[config.mk]
export PLATFORM = sky130hd
export DESIGN_NAME = button_click_classifier
export DESIGN_NICKNAME = d
export VERILOG_FILES = /design/src/sv/bcc_pkg.sv /design/src/sv/button_click_classifier.sv /design/src/sv/bcc_cfg_regs.sv /design/src/sv/bcc_classifier.sv
export SDC_FILE = /design/constraint.sdc
export NUM_CORES = 1
export LEC_CHECK = 0
export BUFFER_PORTS_ARGS = -buffer_cell sky130_fd_sc_hd__buf_2
export CORE_MARGIN = 1
export CORE_UTILIZATION = 50
export DETAILED_ROUTE_END_ITERATION = 12
export GPL_TIMING_DRIVEN = 0
export HOLD_SLACK_MARGIN = 0.02
export MAX_ROUTING_LAYER = met4
export PLACE_DENSITY = 0.78
export SLEW_MARGIN = 5
export SYNTH_ARGS = -nofsm -noshare
export SYNTH_HDL_FRONTEND = slang
export SYNTH_HIERARCHICAL = 1
export SYNTH_SLANG_ARGS = --single-unit
[constraint.sdc]
create_clock -name i_clk -period 3.5 [get_ports i_clk]
set_input_delay 0.525 -clock i_clk [delete_from_list [all_inputs] [get_ports i_clk]]
set_output_delay 0.525 -clock i_clk [all_outputs]
set_load 0.01 [all_outputs]
[src/sv/bcc_pkg.sv]
// types and constants for the button click classifier
// no dependencies
package bcc_pkg;

    localparam int unsigned TICK_W = 16;
    localparam int unsigned EVT_W  = 3;
    localparam int unsigned IDX_W  = 3;

    localparam logic [TICK_W-1:0] DEBOUNCE_RST = 16'd20;
    localparam logic [TICK_W-1:0] HOLD_RST     = 16'd1000;
    localparam logic [TICK_W-1:0] CLICK_RST    = 16'd200;
    localparam logic [TICK_W-1:0] GAP_RST      = 16'd100;
    localparam logic              REL_LVL_RST  = 1'b1;

    typedef enum logic [IDX_W-1:0] {
        CFG_DEBOUNCE = 3'd0,
        CFG_HOLD     = 3'd1,
        CFG_CLICK    = 3'd2,
        CFG_GAP      = 3'd3,
        CFG_REL_LVL  = 3'd4
    } t_cfg_idx;

    typedef enum logic [EVT_W-1:0] {
        EV_NONE   = 3'd0,
        EV_SINGLE = 3'd1,
        EV_DOUBLE = 3'd2,
        EV_LSTART = 3'd3,
        EV_LEND   = 3'd4
    } t_event;

    typedef struct packed {
        logic [TICK_W-1:0] debounce_ticks;
        logic [TICK_W-1:0] hold_ticks;
        logic [TICK_W-1:0] click_ticks;
        logic [TICK_W-1:0] double_gap_ticks;
        logic              released_level;
    } t_cfg;

endpackage

[src/sv/button_click_classifier.sv]
// button click classifier: one sampled pin level in, one event code out per beat
// Use: each input beat carries the pin level sampled at one millisecond tick.
// A level change restarts the debounce count; once the level has been stable
// past debounce_ticks the classifier reports single click, double click,
// long press start and long press end. Every input beat yields exactly one
// output beat, event code 0 when nothing happened.
// Channels: input i_in_valid / o_in_ready with i_button_level; output
// o_out_valid / i_out_ready with o_event_code. Configuration goes through
// i_cfg_wr_en / i_cfg_idx / i_cfg_wdata, written only while the block is idle, a
// rule for the user that the block itself does not enforce. An accepted beat is held
// in the input register, then its event code in the result register. Throughput:
// one beat per cycle while the output is taken, set by these two registers.
// Reset: synchronous, active low; the registers return to their defaults,
// the machine goes idle and both stages empty.
// Stall: a held output keeps its event code; the input register still takes
// one more beat, then o_in_ready drops until the output is taken.
module button_click_classifier (
    input  logic        i_clk,
    input  logic        i_rst_n,
    input  logic        i_in_valid,
    output logic        o_in_ready,
    input  logic        i_button_level,
    output logic        o_out_valid,
    input  logic        i_out_ready,
    output logic [2:0]  o_event_code,
    input  logic        i_cfg_wr_en,
    input  logic [2:0]  i_cfg_idx,
    input  logic [15:0] i_cfg_wdata
);
    import bcc_pkg::*;

    t_cfg   cfg;
    t_event ev;
    logic   r_in_valid;
    logic   r_in_level;
    logic   r_out_valid;
    t_event r_out_event;
    logic   out_free;
    logic   step;
    logic   in_fire;

    assign out_free   = !r_out_valid || i_out_ready;
    assign step       = r_in_valid && out_free;
    assign o_in_ready = !r_in_valid || out_free;
    assign in_fire    = i_in_valid && o_in_ready;

    bcc_cfg_regs u_cfg (
        .i_clk       (i_clk),
        .i_rst_n     (i_rst_n),
        .i_cfg_wr_en (i_cfg_wr_en),
        .i_cfg_idx   (i_cfg_idx),
        .i_cfg_wdata (i_cfg_wdata),
        .o_cfg       (cfg)
    );

    bcc_classifier u_cls (
        .i_clk   (i_clk),
        .i_rst_n (i_rst_n),
        .i_cfg   (cfg),
        .i_step  (step),
        .i_level (r_in_level),
        .o_event (ev)
    );

    // input register
    always_ff @(posedge i_clk) begin
        if (!i_rst_n) begin
            r_in_valid <= 1'b0;
        end else if (o_in_ready) begin
            r_in_valid <= i_in_valid;
        end
    end

    always_ff @(posedge i_clk) begin
        if (in_fire) begin
            r_in_level <= i_button_level;
        end
    end

    // result register
    always_ff @(posedge i_clk) begin
        if (!i_rst_n) begin
            r_out_valid <= 1'b0;
        end else if (out_free) begin
            r_out_valid <= r_in_valid;
        end
    end

    always_ff @(posedge i_clk) begin
        if (step) begin
            r_out_event <= ev;
        end
    end

    assign o_out_valid  = r_out_valid;
    assign o_event_code = r_out_event;

endmodule

[src/sv/bcc_cfg_regs.sv]
// configuration register file of the button click classifier
// depends on bcc_pkg
module bcc_cfg_regs (
    input  logic                     i_clk,
    input  logic                     i_rst_n,
    input  logic                     i_cfg_wr_en,
    input  logic [2:0]               i_cfg_idx,
    input  logic [15:0]              i_cfg_wdata,
    output bcc_pkg::t_cfg            o_cfg
);
    import bcc_pkg::*;

    t_cfg r_cfg;
    t_cfg n_cfg;

    always_comb begin
        n_cfg = r_cfg;
        if (i_cfg_wr_en) begin
            case (t_cfg_idx'(i_cfg_idx))
                CFG_DEBOUNCE: n_cfg.debounce_ticks   = i_cfg_wdata;
                CFG_HOLD:     n_cfg.hold_ticks       = i_cfg_wdata;
                CFG_CLICK:    n_cfg.click_ticks      = i_cfg_wdata;
                CFG_GAP:      n_cfg.double_gap_ticks = i_cfg_wdata;
                CFG_REL_LVL:  n_cfg.released_level   = i_cfg_wdata[0];
                default:      n_cfg = r_cfg;
            endcase
        end
    end

    always_ff @(posedge i_clk) begin
        if (!i_rst_n) begin
            r_cfg.debounce_ticks   <= DEBOUNCE_RST;
            r_cfg.hold_ticks       <= HOLD_RST;
            r_cfg.click_ticks      <= CLICK_RST;
            r_cfg.double_gap_ticks <= GAP_RST;
            r_cfg.released_level   <= REL_LVL_RST;
        end else begin
            r_cfg <= n_cfg;
        end
    end

    assign o_cfg = r_cfg;

endmodule

[src/sv/bcc_classifier.sv]
// debounce counter and click state machine, one tick per step
// depends on bcc_pkg
module bcc_classifier (
    input  logic                     i_clk,
    input  logic                     i_rst_n,
    input  bcc_pkg::t_cfg            i_cfg,
    input  logic                     i_step,
    input  logic                     i_level,
    output bcc_pkg::t_event          o_event
);
    import bcc_pkg::*;

    typedef enum logic [8:0] {
        M_IDLE   = 9'b000000001,
        M_PRESS  = 9'b000000010,
        M_LSTART = 9'b000000100,
        M_LHELD  = 9'b000001000,
        M_REL    = 9'b000010000,
        M_REPORT = 9'b000100000,
        M_GAP    = 9'b001000000,
        M_PRESS2 = 9'b010000000,
        M_DOUBLE = 9'b100000000
    } t_mode;

    t_mode             r_mode, n_mode;
    logic              r_last, n_last;
    logic [TICK_W-1:0] r_tick, n_tick;
    logic [TICK_W-1:0] r_down, n_down;
    logic [TICK_W-1:0] tick_mid;
    logic              released;
    t_event            ev;

    assign released = (i_level == i_cfg.released_level);

    always_comb begin
        n_mode   = r_mode;
        n_last   = r_last;
        n_down   = r_down;
        tick_mid = r_tick;
        ev       = EV_NONE;
        if (i_level != r_last) begin
            n_last   = i_level;
            tick_mid = TICK_W'(1);
        end else if (r_tick > i_cfg.debounce_ticks) begin
            case (r_mode)
                M_IDLE: begin
                    if (!released) n_mode = M_PRESS;
                end
                M_PRESS: begin
                    if (released) begin
                        n_mode = M_REL;
                    end else begin
                        n_down = r_tick;
                    end
                    if (n_down > i_cfg.hold_ticks) n_mode = M_LSTART;
                end
                M_LSTART: begin
                    ev     = EV_LSTART;
                    n_mode = M_LHELD;
                end
                M_LHELD: begin
                    if (released) begin
                        n_mode = M_REL;
                    end else begin
                        n_down = r_tick;
                    end
                end
                M_REL: begin
                    n_mode = (r_down < i_cfg.click_ticks) ? M_GAP : M_REPORT;
                end
                M_REPORT: begin
                    ev       = (r_down < i_cfg.hold_ticks) ? EV_SINGLE : EV_LEND;
                    n_down   = '0;
                    tick_mid = '0;
                    n_mode   = M_IDLE;
                end
                M_GAP: begin
                    if (released) begin
                        n_down = r_tick;
                        if (r_tick > i_cfg.double_gap_ticks) n_mode = M_REPORT;
                    end else begin
                        n_mode = M_PRESS2;
                    end
                end
                M_PRESS2: begin
                    if (released) begin
                        n_mode = M_DOUBLE;
                    end else begin
                        n_down = r_tick;
                    end
                end
                M_DOUBLE: begin
                    ev       = EV_DOUBLE;
                    n_mode   = M_IDLE;
                    tick_mid = '0;
                end
                default: n_mode = M_IDLE;
            endcase
        end
        // saturating tick count
        n_tick = (tick_mid == '1) ? tick_mid : tick_mid + TICK_W'(1);
    end

    always_ff @(posedge i_clk) begin
        if (!i_rst_n) begin
            r_mode <= M_IDLE;
            r_last <= REL_LVL_RST;
            r_tick <= '0;
            r_down <= '0;
        end else if (i_step) begin
            r_mode <= n_mode;
            r_last <= n_last;
            r_tick <= n_tick;
            r_down <= n_down;
        end
    end

    assign o_event = ev;

endmodule

Word level (Yosys, flattened, before mapping)
Cells that the tools add are included.
Widths: inputs -> output; s select.
- flip-flop bits (word level): 113
- output and inout port bits: 5
- word-level logic and storage cells: 80
- add/subtract/negate cells: 1
- order comparisons: 5
- equality and inequality tests: 20
- mux-type cells: 20
- bitwise gates (word level): 2
- reductions and logical operators: 19
- operators by type and width (kind ; number):
    $mux 16 ; 9
    $pmux 16 s4 ; 1
    $pmux 9 s7 ; 1
    $mux 9 ; 6
    $gt 16x16->1 ; 3
    $lt 16x16->1 ; 2
    $add 16x1->16 const B ; 1
    $eq 16x16->1 const B ; 1
    $reduce_and 2->1 ; 6
    $eq 9x1->1 const B ; 1
    $eq 9x2->1 const B ; 1
    $eq 9x3->1 const B ; 1
    $eq 9x4->1 const B ; 1
    $eq 9x5->1 const B ; 1
    $eq 9x6->1 const B ; 1
    $eq 9x7->1 const B ; 1
    $eq 9x8->1 const B ; 1
    $eq 9x9->1 const B ; 1
    $pmux 3 s3 ; 1
    $mux 7 ; 1
    $eq 3x2->1 const B ; 2
    $reduce_and 6->1 ; 1
    $reduce_or 2->1 ; 3
    $reduce_and 5->1 ; 1
    other kinds (14) ; 19

Longest topological paths before layout
Gate-level depths: netlist of the first run.
- depth in word-level cells: 8
- gate-level depth with buffers: 18
- depth with buffers taken out: 17

Cells and area by module
The synthesis of the first run kept the hierarchy.
- modules (own cells, without submodules) (module ; instances ; cells each ; area each (um^2) ; seq. area each (um^2)):
    bcc_classifier ; 1 ; 615 ; 4660.7 ; 840.8
    bcc_cfg_regs ; 1 ; 243 ; 2546.2 ; 1301.2
    button_click_classifier ; 1 ; 13 ; 224.0 ; 160.2

Worst setup path after synthesis of the first run
OpenSTA, ideal clock, no wires.
- kind: reg2reg
- start: reg u_cls.r_tick[13]
- end: reg u_cls.r_tick[9]
- setup time: 76 ps
- arrival: 3805 ps
- data required time: 3424 ps
- path slack: -381 ps
- cell stages (with the launch flop): 17
- buffers on the path: 1
- period minus slack after synthesis: 3881 ps
- path through: dfxtp_1 -> ha_1 -> nand4_2 -> or4_4 -> a21o_1 -> a31o_4 -> or2_1 -> buf_6 -> and3_1 -> ha_1 -> nand2_1 -> nor3_1 -> nand4_1 -> nand2b_1 -> o21bai_1 -> or4_1 -> a31oi_1
- cells in the longest elaborated chain, start to end: 5
- elaborated cells on any way between the ends: 7
- those cells by class: 1 x add/sub; 1 x order compare; 1 x eq/ne; 4 x mux
- ends and longest elaborated chain (what ; RTL line ; source):
    start, declared ; bcc_classifier.sv:27 ; logic [TICK_W-1:0] r_tick, n_tick;
    start signal, assigned ; bcc_classifier.sv:113 ; r_tick <= n_tick;
    $gt 16x16->1 or $mux 16 (tied branches) ; bcc_classifier.sv:44, bcc_classifier.sv:45 ;
    $mux 16 * ; bcc_classifier.sv:44 ; end else if (r_tick > i_cfg.debounce_ticks) begin
    $mux 16 * ; bcc_classifier.sv:41 ; if (i_level != r_last) begin
    $add 16x1->16 or $eq 16x16->1 (tied branches) ; bcc_classifier.sv:101 ; n_tick = (tick_mid == '1) ? tick_mid : tick_mid + TICK_W'(1);
    $mux 16 * ; bcc_classifier.sv:101 ;
Mark *: on every way between the ends. The rest lies on a longest branch, timed or not.
A chain may end at the register's enable or synchronous reset.

Worst setup path after layout of the first run
- start: reg u_cfg.r_cfg (netlist bit u_cfg/o_cfg[56])
- end: reg u_cls.r_tick[6]
- cells in the longest elaborated chain, start to end: 5
- elaborated cells on any way between the ends: 6
- those cells by class: 1 x add/sub; 1 x order compare; 1 x eq/ne; 3 x mux
- ends and longest elaborated chain (what ; RTL line ; source):
    start, declared ; bcc_cfg_regs.sv:13 ; t_cfg r_cfg;
    start signal, assigned ; bcc_cfg_regs.sv:38 ; r_cfg <= n_cfg;
    $gt 16x16->1 * ; bcc_classifier.sv:44 ;
    $mux 16 * ; bcc_classifier.sv:44 ;
    $mux 16 * ; bcc_classifier.sv:41 ;
    $add 16x1->16 or $eq 16x16->1 (tied branches) ; bcc_classifier.sv:101 ;
    $mux 16 * ; bcc_classifier.sv:101 ;
Marks and branches as above.

==> flow_summary.json, run 1 <==
{
  "ff2ff_path_depth": 19,
  "violations": "negative setup slack",
  "rsz0062_at_grt": "yes",
  "grt_pass1_wl_um": 32220,
  "min_path_type": "in -> reg",
  "synthCells": 871,
  "regToRegSetupSlack_ns": -0.04,
  "dr.pass1.iters": 7,
  "synth_top_area_share_pct": 29.37,
  "cp.arrival_ns": 3.89,
  "htree_num_levels": 4,
  "fp.dieH_um": 123.9,
  "slowest_delay_ns": 0.50,
  "p_total_mw": 3.288,
  "antenna_found_initial": 0,
  "synth_simple_gate_area_share_pct": 21.32,
  "crit_chain": "inv_2 > ha_4 > nand4_1 > or4_4 > nor2_2 > a31o_4 > or2_4 > and3_4 > ha_4 > nand2_4 > nor3_4 > nand4_1 > buf_4 > buf_6 > buf_4 > nand2_1 > nor2_1 > o211ai_1 > o211a_1",
  "clock-sinks": 113,
  "max_freq_ghz": 0.2827,
  "synth_ff_type": "dfxtp_1",
  "final.period_utilization_pct": 101.1,
  "fp.dieW_um": 123.9,
  "syn2layout_area_growth_pct": 19.55,
  "synthArstFlopShare_pct": 0,
  "grt_remaining_overflow": 0,
  "synthAdderAreaFrac_pct": 13.30,
  "fin_ws_ns": -0.03714,
  "worst_pin_slew_ns": 0.8088,
  "min_to": "r_in_level$_DFFE_PP_",
  "grt_pass1_vias": 6286,
  "drv_cap": 0,
  "synth-xor-area-share_pct": 0.5893,
  "ys_seq_area_share_pct": 30.98,
  "vias_per_cell": 5.954,
  "muxShareOfSynthArea_pct": 9.850,
  "setup_tns_ns": -0.05422,
  "fin_skew_ns": 0.008151,
  "port_buffers": 29,
  "synth-seq-cells": 113,
  "core_um2": 14530,
  "synth-compound-area-share_pct": 16.60,
  "diodes": 0,
  "avgRoutedWirePerCell_um": 18.52,
  "num_io_pins": 30,
  "grt_usage_pct": 28.93,
  "start_util_pct": 51.13,
  "ys_warn_count": 6,
  "std_cell_rows": 44,
  "drive_above_1_share_pct": 20.38,
  "crit_required_ns": 3.85,
  "grt_max_degree": 17,
  "crit_path_end_kind": "flop",
  "yosysTopAreaCell": "dfxtp_1",
  "min-delay-start": "i_button_level",
  "first_iter_violations": 809,
  "cts-root-buf": "clkbuf_16",
  "cts_tree": "yes",
  "path_max_fanout": 6,
  "synth_top_family_by_area": "simple AND/OR/NAND/NOR gates",
  "hold_viol_final": 0,
  "powerDensity_nw_per_um2": 370.1,
  "ant_nets": 0,
  "route.detailed.drc": 0,
  "ir_drop_uv": 332.8,
  "timing.rr.end": "u_cls/r_tick[6]$_SDFFE_PN0P_",
  "syn_area_per_cell_um2": 8.531,
  "p_leak_nw": 3.872,
  "dpl_worst_slack_ns": -0.5233,
  "status": "finished with violations",
  "synth_area_um2": 7431,
  "nFillCells": 1202,
  "syn_nets": 975,
  "netlist_top_cells_count": "nand2_1, dfxtp_1, ha_1",
  "max-slew-margin-rel_pct": 46.08,
  "path_clk_slew_ns": 0.05,
  "synth_edf_count": 4,
  "cts_buffer_depth": 2,
  "yosysMostFrequentCell": "nand2_1",
  "placed_cells": 1084,
  "crit_type": "reg -> reg",
  "dieArea_um2": 15350,
  "place.gp.congestion": 0.9165,
  "synthTopCellsByArea": "dfxtp_1, ha_1, mux2i_1, nand2_1, inv_1",
  "final_net_count": 1050,
  "reg2reg_from": "u_cfg/o_cfg[56]$_SDFFE_PN0P_",
  "clk_latency_ns": 0.42,
  "setup_violations": 2,
  "maxSlewViolCount": 0,
  "synth_cell_type_count": 83,
  "critPathLaunchType": "flop",
  "finalCriticalPeriod_ns": 3.537,
  "hold_path_depth": 1,
  "numCtsBuffers": 17,
  "dp.final_hpwl_um": 15050,
  "wl_um": 21130,
  "cp_slowest_cell": "or4_4",
  "fin_cells": 1141,
  "vias": 6793
}
[metrics by stage]
step / hold WS [ns] / utilization (%) / cell area [µm²]
2_1_floorplan: 0.4339 / - / 7530
3_3_place_gp: 0.4429 / 54.39 / 7905
3_5_place_dp: 0.4498 / 54.39 / 7905
4_1_cts: 0.2773 / 59.35 / 8626
5_1_grt: 0.2749 / 61.12 / 8884
6_report: 0.2910 / 61.12 / 8884
[logic make-up (layout without fill, tap and decap cells)]
group	Yosys count	in the layout
AO/OA/AOI/OAI	170	170
XOR/XNOR	5	5
adder cells (fa/ha/maj)	79	79
buffers and inverters	118	204
flip-flops	113	113
multiplexers	73	73
AND/OR/NAND/NOR	313	313
[area by class of cell]
type / instances / area, µm² / area share, %
Tap cell: 184 / 230.2 / 2.592
Sequential cell: 113 / 2360 / 26.56
Inverter: 73 / 276.5 / 3.113
Buffer: 44 / 264.0 / 2.972
Multi-Input combinational cell: 640 / 4820 / 54.25
Timing Repair Buffer: 57 / 359.1 / 4.042
Clock buffer: 19 / 432.9 / 4.873
Clock inverter: 11 / 141.4 / 1.592
[worst max-delay path, delay by kind of cell (launching register included)]
kind                     cells  cell delay (ns)
AND/OR/NAND/NOR             10             1.72
AO/OA/AOI/OAI                3             0.50
buffers and inverters        4             0.49
adder cells (fa/ha/maj)      2             0.40
flip-flops                   1             0.34
[metal layers]
metal	vias up	wire (µm)	global-route usage, %
li1	3244	-	-
met1	3154	8761	34.64
met2	323	9990	46.91
met3	72	1511	6.273
met4	0	863	12.20
met5	-	0	-
[cell usage in the layout (no fill, tap or decap), types with 10 or more instances in the layout]
master     count
nand2_1      139
dfxtp_1       85
mux2i_1       72
ha_1          66
inv_1         64
a21oi_1       46
nor2_1        42
buf_2         34
nor2b_1       32
buf_4         32
clkbuf_1      25
nand4_1       20
o21ai_0       20
a211oi_1      20
clkbuf_16     17
a211oi_2      14
dfxtp_2       13
nand3_1       13
ha_4          13
dfxtp_4       11
a21o_1        10
[registers in the layout, summed over array words and instances, names as in the netlist]
register / cells
o_event_code: 3
r_in_level: 1
u_cls/r_tick: 16
u_cls/r_mode: 9
u_cls/r_down: 16
r_in_valid: 1
o_out_valid: 1
u_cfg/o_cfg: 65
u_cls/r_last: 1
[what timing repair did]
action / 4_1_cts / 5_1_grt
setup endpoints to repair: 15 / 16
cloned: 0 / 0
resized for setup: 22 / 42
pin swaps: 4 / 21
buffers inserted: 9 / 19
hold buffers: 0 / 0
[worst max-delay path by stage]
stage / from / endpoint / slack (ns) / cells after the start
2_1_floorplan: u_cfg/o_cfg[60]$_SDFFE_PN0P_ / u_cls/r_tick[9]$_SDFFE_PN0P_ / -0.13 / 17
3_3_place_gp: u_cls/r_tick[10]$_SDFFE_PN0P_ / u_cls/r_tick[9]$_SDFFE_PN0P_ / -0.49 / 17
3_5_place_dp: u_cls/r_tick[10]$_SDFFE_PN0P_ / u_cls/r_tick[9]$_SDFFE_PN0P_ / -0.52 / 17
4_1_cts: u_cls/r_tick[6]$_SDFFE_PN0P_ / u_cls/r_tick[9]$_SDFFE_PN0P_ / -0.01 / 16
5_1_grt: u_cfg/o_cfg[56]$_SDFFE_PN0P_ / u_cls/r_tick[2]$_SDFFE_PN0P_ / -0.11 / 19
6_report: u_cfg/o_cfg[56]$_SDFFE_PN0P_ / u_cls/r_tick[6]$_SDFFE_PN0P_ / -0.04 / 19
[power breakdown]
group / internal (mW) / switching (mW) / leakage [nW]
sequential: 1.31 / 0.0176 / 0.935
clock: 1.10 / 0.594 / 0.274
combinational: 0.0976 / 0.167 / 2.66
total: 2.51 / 0.778 / 3.87
Power figures use the tool's default switching activity.
==> run 2, diff against run 1 <==
--- a/config.mk
+++ b/config.mk
@@ -13,6 +13,7 @@
 export HOLD_SLACK_MARGIN = 0.02
 export MAX_ROUTING_LAYER = met4
 export PLACE_DENSITY = 0.78
+export RECOVER_POWER = 50
 export SLEW_MARGIN = 5
 export SYNTH_ARGS = -nofsm -noshare
 export SYNTH_HDL_FRONTEND = slang
==> run 2 against run 1 <==
Net effect:
- the flow still finishes with violations (negative setup slack)
- register-to-register slack about the same
- largest power group unchanged
- non-clock buffer count unchanged
- clock power about the same
- count of clock-buffer cells in the layout unchanged
- critical path depth unchanged
- largest cell class unchanged
==> flow_summary.json, run 2 (synthesized netlist as in run 1, its figures left out) <==
{
  "fp.dieH_um": 123.9,
  "dr.pass1.iters": 8,
  "regToRegSetupSlack_ns": -0.03,
  "max_freq_ghz": 0.2835,
  "wl_um": 21200,
  "worstSetupStartpoint": "u_cfg/o_cfg[56]$_SDFFE_PN0P_",
  "cts_hold_buffers": 0,
  "path_clk_slew_ns": 0.05,
  "drv_cap": 0,
  "cts_tree": "yes",
  "dp.final_hpwl_um": 15050,
  "dieArea_um2": 15350,
  "final_core_utilization_pct": 61.02,
  "status": "finished with violations",
  "finalCriticalPeriod_ns": 3.527,
  "antenna_found_initial": 0,
  "mostFrequentLayoutCells": "nand2_1, dfxtp_1, mux2i_1",
  "ff2ff_path_depth": 19,
  "ant_nets": 0,
  "htree_num_levels": 4,
  "maxSlewViolCount": 0,
  "p_total_mw": 3.289,
  "grt_max_degree": 17,
  "core_um2": 14530,
  "avgRoutedWirePerCell_um": 18.58,
  "crit_path_end": "u_cls/r_tick[6]$_SDFFE_PN0P_",
  "route.detailed.drc": 0,
  "fin_skew_ns": 0.008211,
  "setup_violations": 2,
  "drive_above_1_share_pct": 19.64,
  "grt_pass1_vias": 6286,
  "max-slew-margin-rel_pct": 44.74,
  "num_io_pins": 30,
  "hold_viol_final": 0,
  "clock-sinks": 113,
  "crit_type": "reg -> reg",
  "path_max_fanout": 6,
  "grt_usage_pct": 28.93,
  "reg2reg_from": "u_cfg/o_cfg[56]$_SDFFE_PN0P_",
  "grt_remaining_overflow": 0,
  "std_cell_rows": 44,
  "place.gp.congestion": 0.9165,
  "timing.rr.end": "u_cls/r_tick[6]$_SDFFE_PN0P_",
  "p_leak_nw": 3.852,
  "worst_pin_slew_ns": 0.8289,
  "clk_latency_ns": 0.42,
  "crit_path_end_kind": "flop",
  "numCtsBuffers": 17,
  "start_util_pct": 51.13,
  "critPathLaunchType": "flop",
  "powerDensity_nw_per_um2": 370.9,
  "vias_per_cell": 6.013,
  "syn2layout_area_growth_pct": 19.35,
  "cts-root-buf": "clkbuf_16",
  "violations": "negative setup slack",
  "final_net_count": 1050,
  "final_common_cell": "nand2_1",
  "placed_area_um2": 7905,
  "nFillCells": 1200,
  "crit_required_ns": 3.86,
  "min_path_type": "in -> reg",
  "cp.arrival_ns": 3.89,
  "grt_pass1_wl_um": 32220,
  "fin_ws_ns": -0.02740,
  "vias": 6861,
  "diodes": 0,
  "final_area_um2": 8869,
  "final.period_utilization_pct": 100.8,
  "fp.dieW_um": 123.9,
  "port_buffers": 29,
  "ir_drop_uv": 337.2,
  "first_iter_violations": 798,
  "largest_reg_flops": 65,
  "cts_buffer_depth": 2,
  "rsz0062_at_grt": "yes"
}
==> run 2: cell types whose count changed in the layout (fill, tap and decap cells not counted), sizes merged <==
cell / delta
buf: -6
clkbuf: +6
==> run 2: power breakdown <==
group | total (mW) | internal (mW) | switching [mW]
sequential | 1.33 | 1.31 | 0.0174
clock | 1.70 | 1.10 | 0.597
combinational | 0.263 | 0.0962 | 0.167
==> run 2: critical path, cell delays in order (launching register included) <==
cell	delay (ns)
dfxtp_2	0.34
inv_2	0.05
ha_4	0.26
nand4_1	0.09
or4_4	0.50
nor2_2	0.13
a31o_4	0.13
or2_4	0.13
and3_4	0.19
ha_4	0.14
nand2_4	0.05
nor3_4	0.28
nand4_1	0.20
buf_4	0.19
buf_6	0.12
buf_4	0.13
nand2_1	0.11
nor2_1	0.05
o211ai_1	0.17
o211a_1	0.18
==> run 2: per-layer routing <==
metal / vias to the layer above / GRT usage [%] / wire (µm)
li1: 3242 / - / -
met4: 0 / 12.20 / 866
met3: 77 / 6.273 / 1581
met1: 3214 / 34.64 / 8819
met5: - / - / 0
met2: 328 / 46.91 / 9932
==> run 2: worst min-delay path by stage <==
stage / start / endpoint / slack (ns) / cells after the start
final: i_button_level / r_in_level$_DFFE_PP_ / 0.28 / 1
after global routing: i_button_level / r_in_level$_DFFE_PP_ / 0.27 / 1
after CTS: i_button_level / r_in_level$_DFFE_PP_ / 0.28 / 1
after detailed placement: u_cfg/o_cfg[46]$_SDFFE_PN0P_ / u_cfg/o_cfg[46]$_SDFFE_PN0P_ / 0.45 / 2
after global placement: u_cfg/o_cfg[45]$_SDFFE_PN0P_ / u_cfg/o_cfg[45]$_SDFFE_PN0P_ / 0.44 / 2
after floorplan: u_cfg/o_cfg[17]$_SDFFE_PN0P_ / u_cfg/o_cfg[17]$_SDFFE_PN0P_ / 0.43 / 2
==> run 2: stage by stage <==
stage / cells / hold WS (ns) / setup TNS [ns] / setup slack [ns]
global placement: 1084 / 0.4429 / -2.693 / -0.4867
detailed placement: 1084 / 0.4498 / -2.763 / -0.5233
finish: 1141 / 0.2840 / -0.04069 / -0.02740
CTS: 1123 / 0.2773 / -0.01223 / -0.01223
global route: 1141 / 0.2749 / -0.4515 / -0.1119
floorplan: 871 / 0.4339 / -0.1306 / -0.1306
==> run 2: layout make-up <==
| cell class | count | area (µm²) | area share, % |
|---|---|---|---|
| clock buffers | 19 | 432.9 | 4.881 |
| multi-input cells | 640 | 4812 | 54.26 |
| flip-flops and latches | 113 | 2360 | 26.61 |
| clock inverters | 11 | 141.4 | 1.594 |
| well taps | 184 | 230.2 | 2.596 |
| plain buffers | 44 | 262.8 | 2.963 |
| repair buffers | 57 | 352.8 | 3.979 |
| inverters | 73 | 276.5 | 3.118 |
==> run 2: what timing repair did <==
item	in CTS	in global routing
pin swaps	4	21
resized for setup	22	42
setup endpoints to repair	15	16
setup buffers	9	19
==> run 3, diff against run 2 <==
--- a/config.mk
+++ b/config.mk
@@ -11,7 +11,6 @@
 export DETAILED_ROUTE_END_ITERATION = 12
 export GPL_TIMING_DRIVEN = 0
 export HOLD_SLACK_MARGIN = 0.02
-export MAX_ROUTING_LAYER = met4
 export PLACE_DENSITY = 0.78
 export RECOVER_POWER = 50
 export SLEW_MARGIN = 5
==> run 3 against run 2 <==
Net effect:
- the flow still finishes with violations (negative setup slack)
- cell count unchanged
- hold slack better by 0.0067 ns
- clock skew barely moved
- non-clock buffer count unchanged
- critical endpoint unchanged
==> flow_summary.json, run 3 (synthesized netlist as in run 1, its figures left out) <==
{
  "violations": "negative setup slack",
  "min_path_type": "in -> reg",
  "max-slew-margin-rel_pct": 45.35,
  "grt_max_degree": 17,
  "rsz0062_at_grt": "yes",
  "clock-sinks": 113,
  "finalCriticalPeriod_ns": 3.521,
  "crit_required_ns": 3.85,
  "p_sw_share_pct": 23.65,
  "clk_latency_ns": 0.42,
  "dieArea_um2": 15350,
  "crit_path_end_kind": "flop",
  "dp.final_hpwl_um": 15050,
  "route.detailed.drc": 0,
  "cts_tree": "yes",
  "p_seq_share_pct": 40.4,
  "p_total_mw": 3.285,
  "numCtsBuffers": 17,
  "critPathLaunchType": "flop",
  "internal_power_mw": 2.508,
  "num_io_pins": 30,
  "core_um2": 14530,
  "cts_hold_buffers": 0,
  "final.period_utilization_pct": 100.6,
  "multi_input_area_um2": 4812,
  "hold_viol_final": 0,
  "crit_chain": "inv_2 > ha_4 > nand4_1 > or4_4 > nor2_2 > a31o_4 > or2_4 > and3_4 > ha_4 > nand2_4 > nor3_4 > nand4_1 > buf_4 > buf_6 > buf_4 > nand2_1 > nor2_1 > o211ai_1 > o211a_1",
  "final_common_cell": "nand2_1",
  "path_clk_slew_ns": 0.05,
  "cp.arrival_ns": 3.87,
  "grt_pass1_vias": 6295,
  "place.gp.congestion": 0.9011,
  "largest_reg_flops": 65,
  "antenna_found_initial": 0,
  "mostFrequentLayoutCells": "nand2_1, dfxtp_1, mux2i_1",
  "drive_above_1_share_pct": 19.64,
  "cts-root-buf": "clkbuf_16",
  "max_freq_ghz": 0.2840,
  "slowest_delay_ns": 0.50,
  "ir_drop_uv": 332.7,
  "syn2layout_area_growth_pct": 19.35,
  "fin_skew_ns": 0.008210,
  "vias_per_cell": 5.992,
  "vias": 6837,
  "cp_slowest_cell": "or4_4",
  "cp_top_family": "simple AND/OR/NAND/NOR gates",
  "p_switching_mw": 0.7768,
  "maxSlewViolCount": 0,
  "crit_type": "reg -> reg",
  "setup_violations": 2,
  "fin_ws_ns": -0.02141,
  "fin_cells": 1141,
  "ant_nets": 0,
  "first_iter_violations": 799,
  "avgRoutedWirePerCell_um": 18.56,
  "grt_usage_pct": 28.11,
  "critPathBufInv": 4,
  "path_max_fanout": 6,
  "grt_remaining_overflow": 0,
  "diodes": 0,
  "power_frac_comb_pct": 8.0,
  "nFillCells": 1200,
  "placed_cells": 1084,
  "worst_pin_slew_ns": 0.8197,
  "p_leak_nw": 3.852,
  "port_buffers": 29,
  "std_cell_rows": 44,
  "final_net_count": 1050,
  "hold_slack_ns": 0.2907,
  "status": "finished with violations",
  "wl_um": 21180,
  "drv_cap": 0,
  "seq_area_um2": 2360,
  "dr.pass1.iters": 5,
  "fp.dieH_um": 123.9,
  "powerDensity_nw_per_um2": 370.4,
  "clockPowerShare_pct": 51.6,
  "start_util_pct": 51.13,
  "cts_buffer_depth": 2,
  "grt_pass1_wl_um": 32220,
  "fp.dieW_um": 123.9,
  "final_core_utilization_pct": 61.02,
  "htree_num_levels": 4
}
[run 3: layer usage]
metal | global-route usage, % | vias up | part of all wire (%)
li1 | - | 3246 | -
met1 | 34.56 | 3200 | 41
met2 | 47.05 | 319 | 47
met3 | 6.181 | 72 | 8.0
met4 | 12.20 | 0 | 3.9
met5 | 0 | - | 0
[run 3: cell type report]
cell class              instances  share of cell area, %
flip-flops and latches        113                  26.61
clock inverters                11                  1.594
inverters                      73                  3.118
well taps                     184                  2.596
clock buffers                  19                  4.881
multi-input cells             640                  54.26
plain buffers                  44                  2.963
repair buffers                 57                  3.979
[run 3: metrics by stage]
| stage | setup WS, ns | instance area [µm²] | setup TNS, ns |
|---|---|---|---|
| 6_report | -0.02141 | 8869 | -0.03651 |
| 5_1_grt | -0.1126 | 8869 | -0.4542 |
| 2_1_floorplan | -0.1306 | 7530 | -0.1306 |
| 3_5_place_dp | -0.5233 | 7905 | -2.763 |
| 3_3_place_gp | -0.4867 | 7905 | -2.693 |
| 4_1_cts | -0.01223 | 8626 | -0.01223 |
[run 3: power groups by stage]
stage	combinational, mW	sequential (mW)	clock, mW
2_1_floorplan	0.164	1.36	0
3_3_place_gp	0.239	1.36	0
3_5_place_dp	0.243	1.36	0
4_1_cts	0.248	1.33	1.71
5_1_grt	0.283	1.33	1.77
6_report	0.263	1.33	1.70
[run 3: what timing repair did]
| action | in CTS | in global routing |
|---|---|---|
| setup endpoints to repair | 15 | 16 |
| buffers inserted | 9 | 19 |
| pin swaps | 4 | 21 |
| gates resized for setup | 22 | 42 |
| gates cloned | 0 | 0 |
[run 3: worst register-to-register path: cells and delay by family, from the launching register on]
kind | cells | cell delay [ns]
AOI/OAI and AO/OA | 3 | 0.49
adders and majority gates | 2 | 0.40
buffers and inverters | 4 | 0.48
DFF | 1 | 0.34
and+or+nand+nor | 10 | 1.73
[run 3: worst paths after layout]
kind                                      from                            to  slack (ns)  cells past startpoint
hold reg to reg   u_cfg/o_cfg[64]$_SDFFE_PN0P_  u_cfg/o_cfg[64]$_SDFFE_PN0P_        0.46                      2
hold / removal                  i_button_level          r_in_level$_DFFE_PP_        0.29                      1
setup / recovery  u_cfg/o_cfg[56]$_SDFFE_PN0P_  u_cls/r_tick[6]$_SDFFE_PN0P_       -0.02                     19
setup reg to reg  u_cfg/o_cfg[56]$_SDFFE_PN0P_  u_cls/r_tick[6]$_SDFFE_PN0P_       -0.02                     19
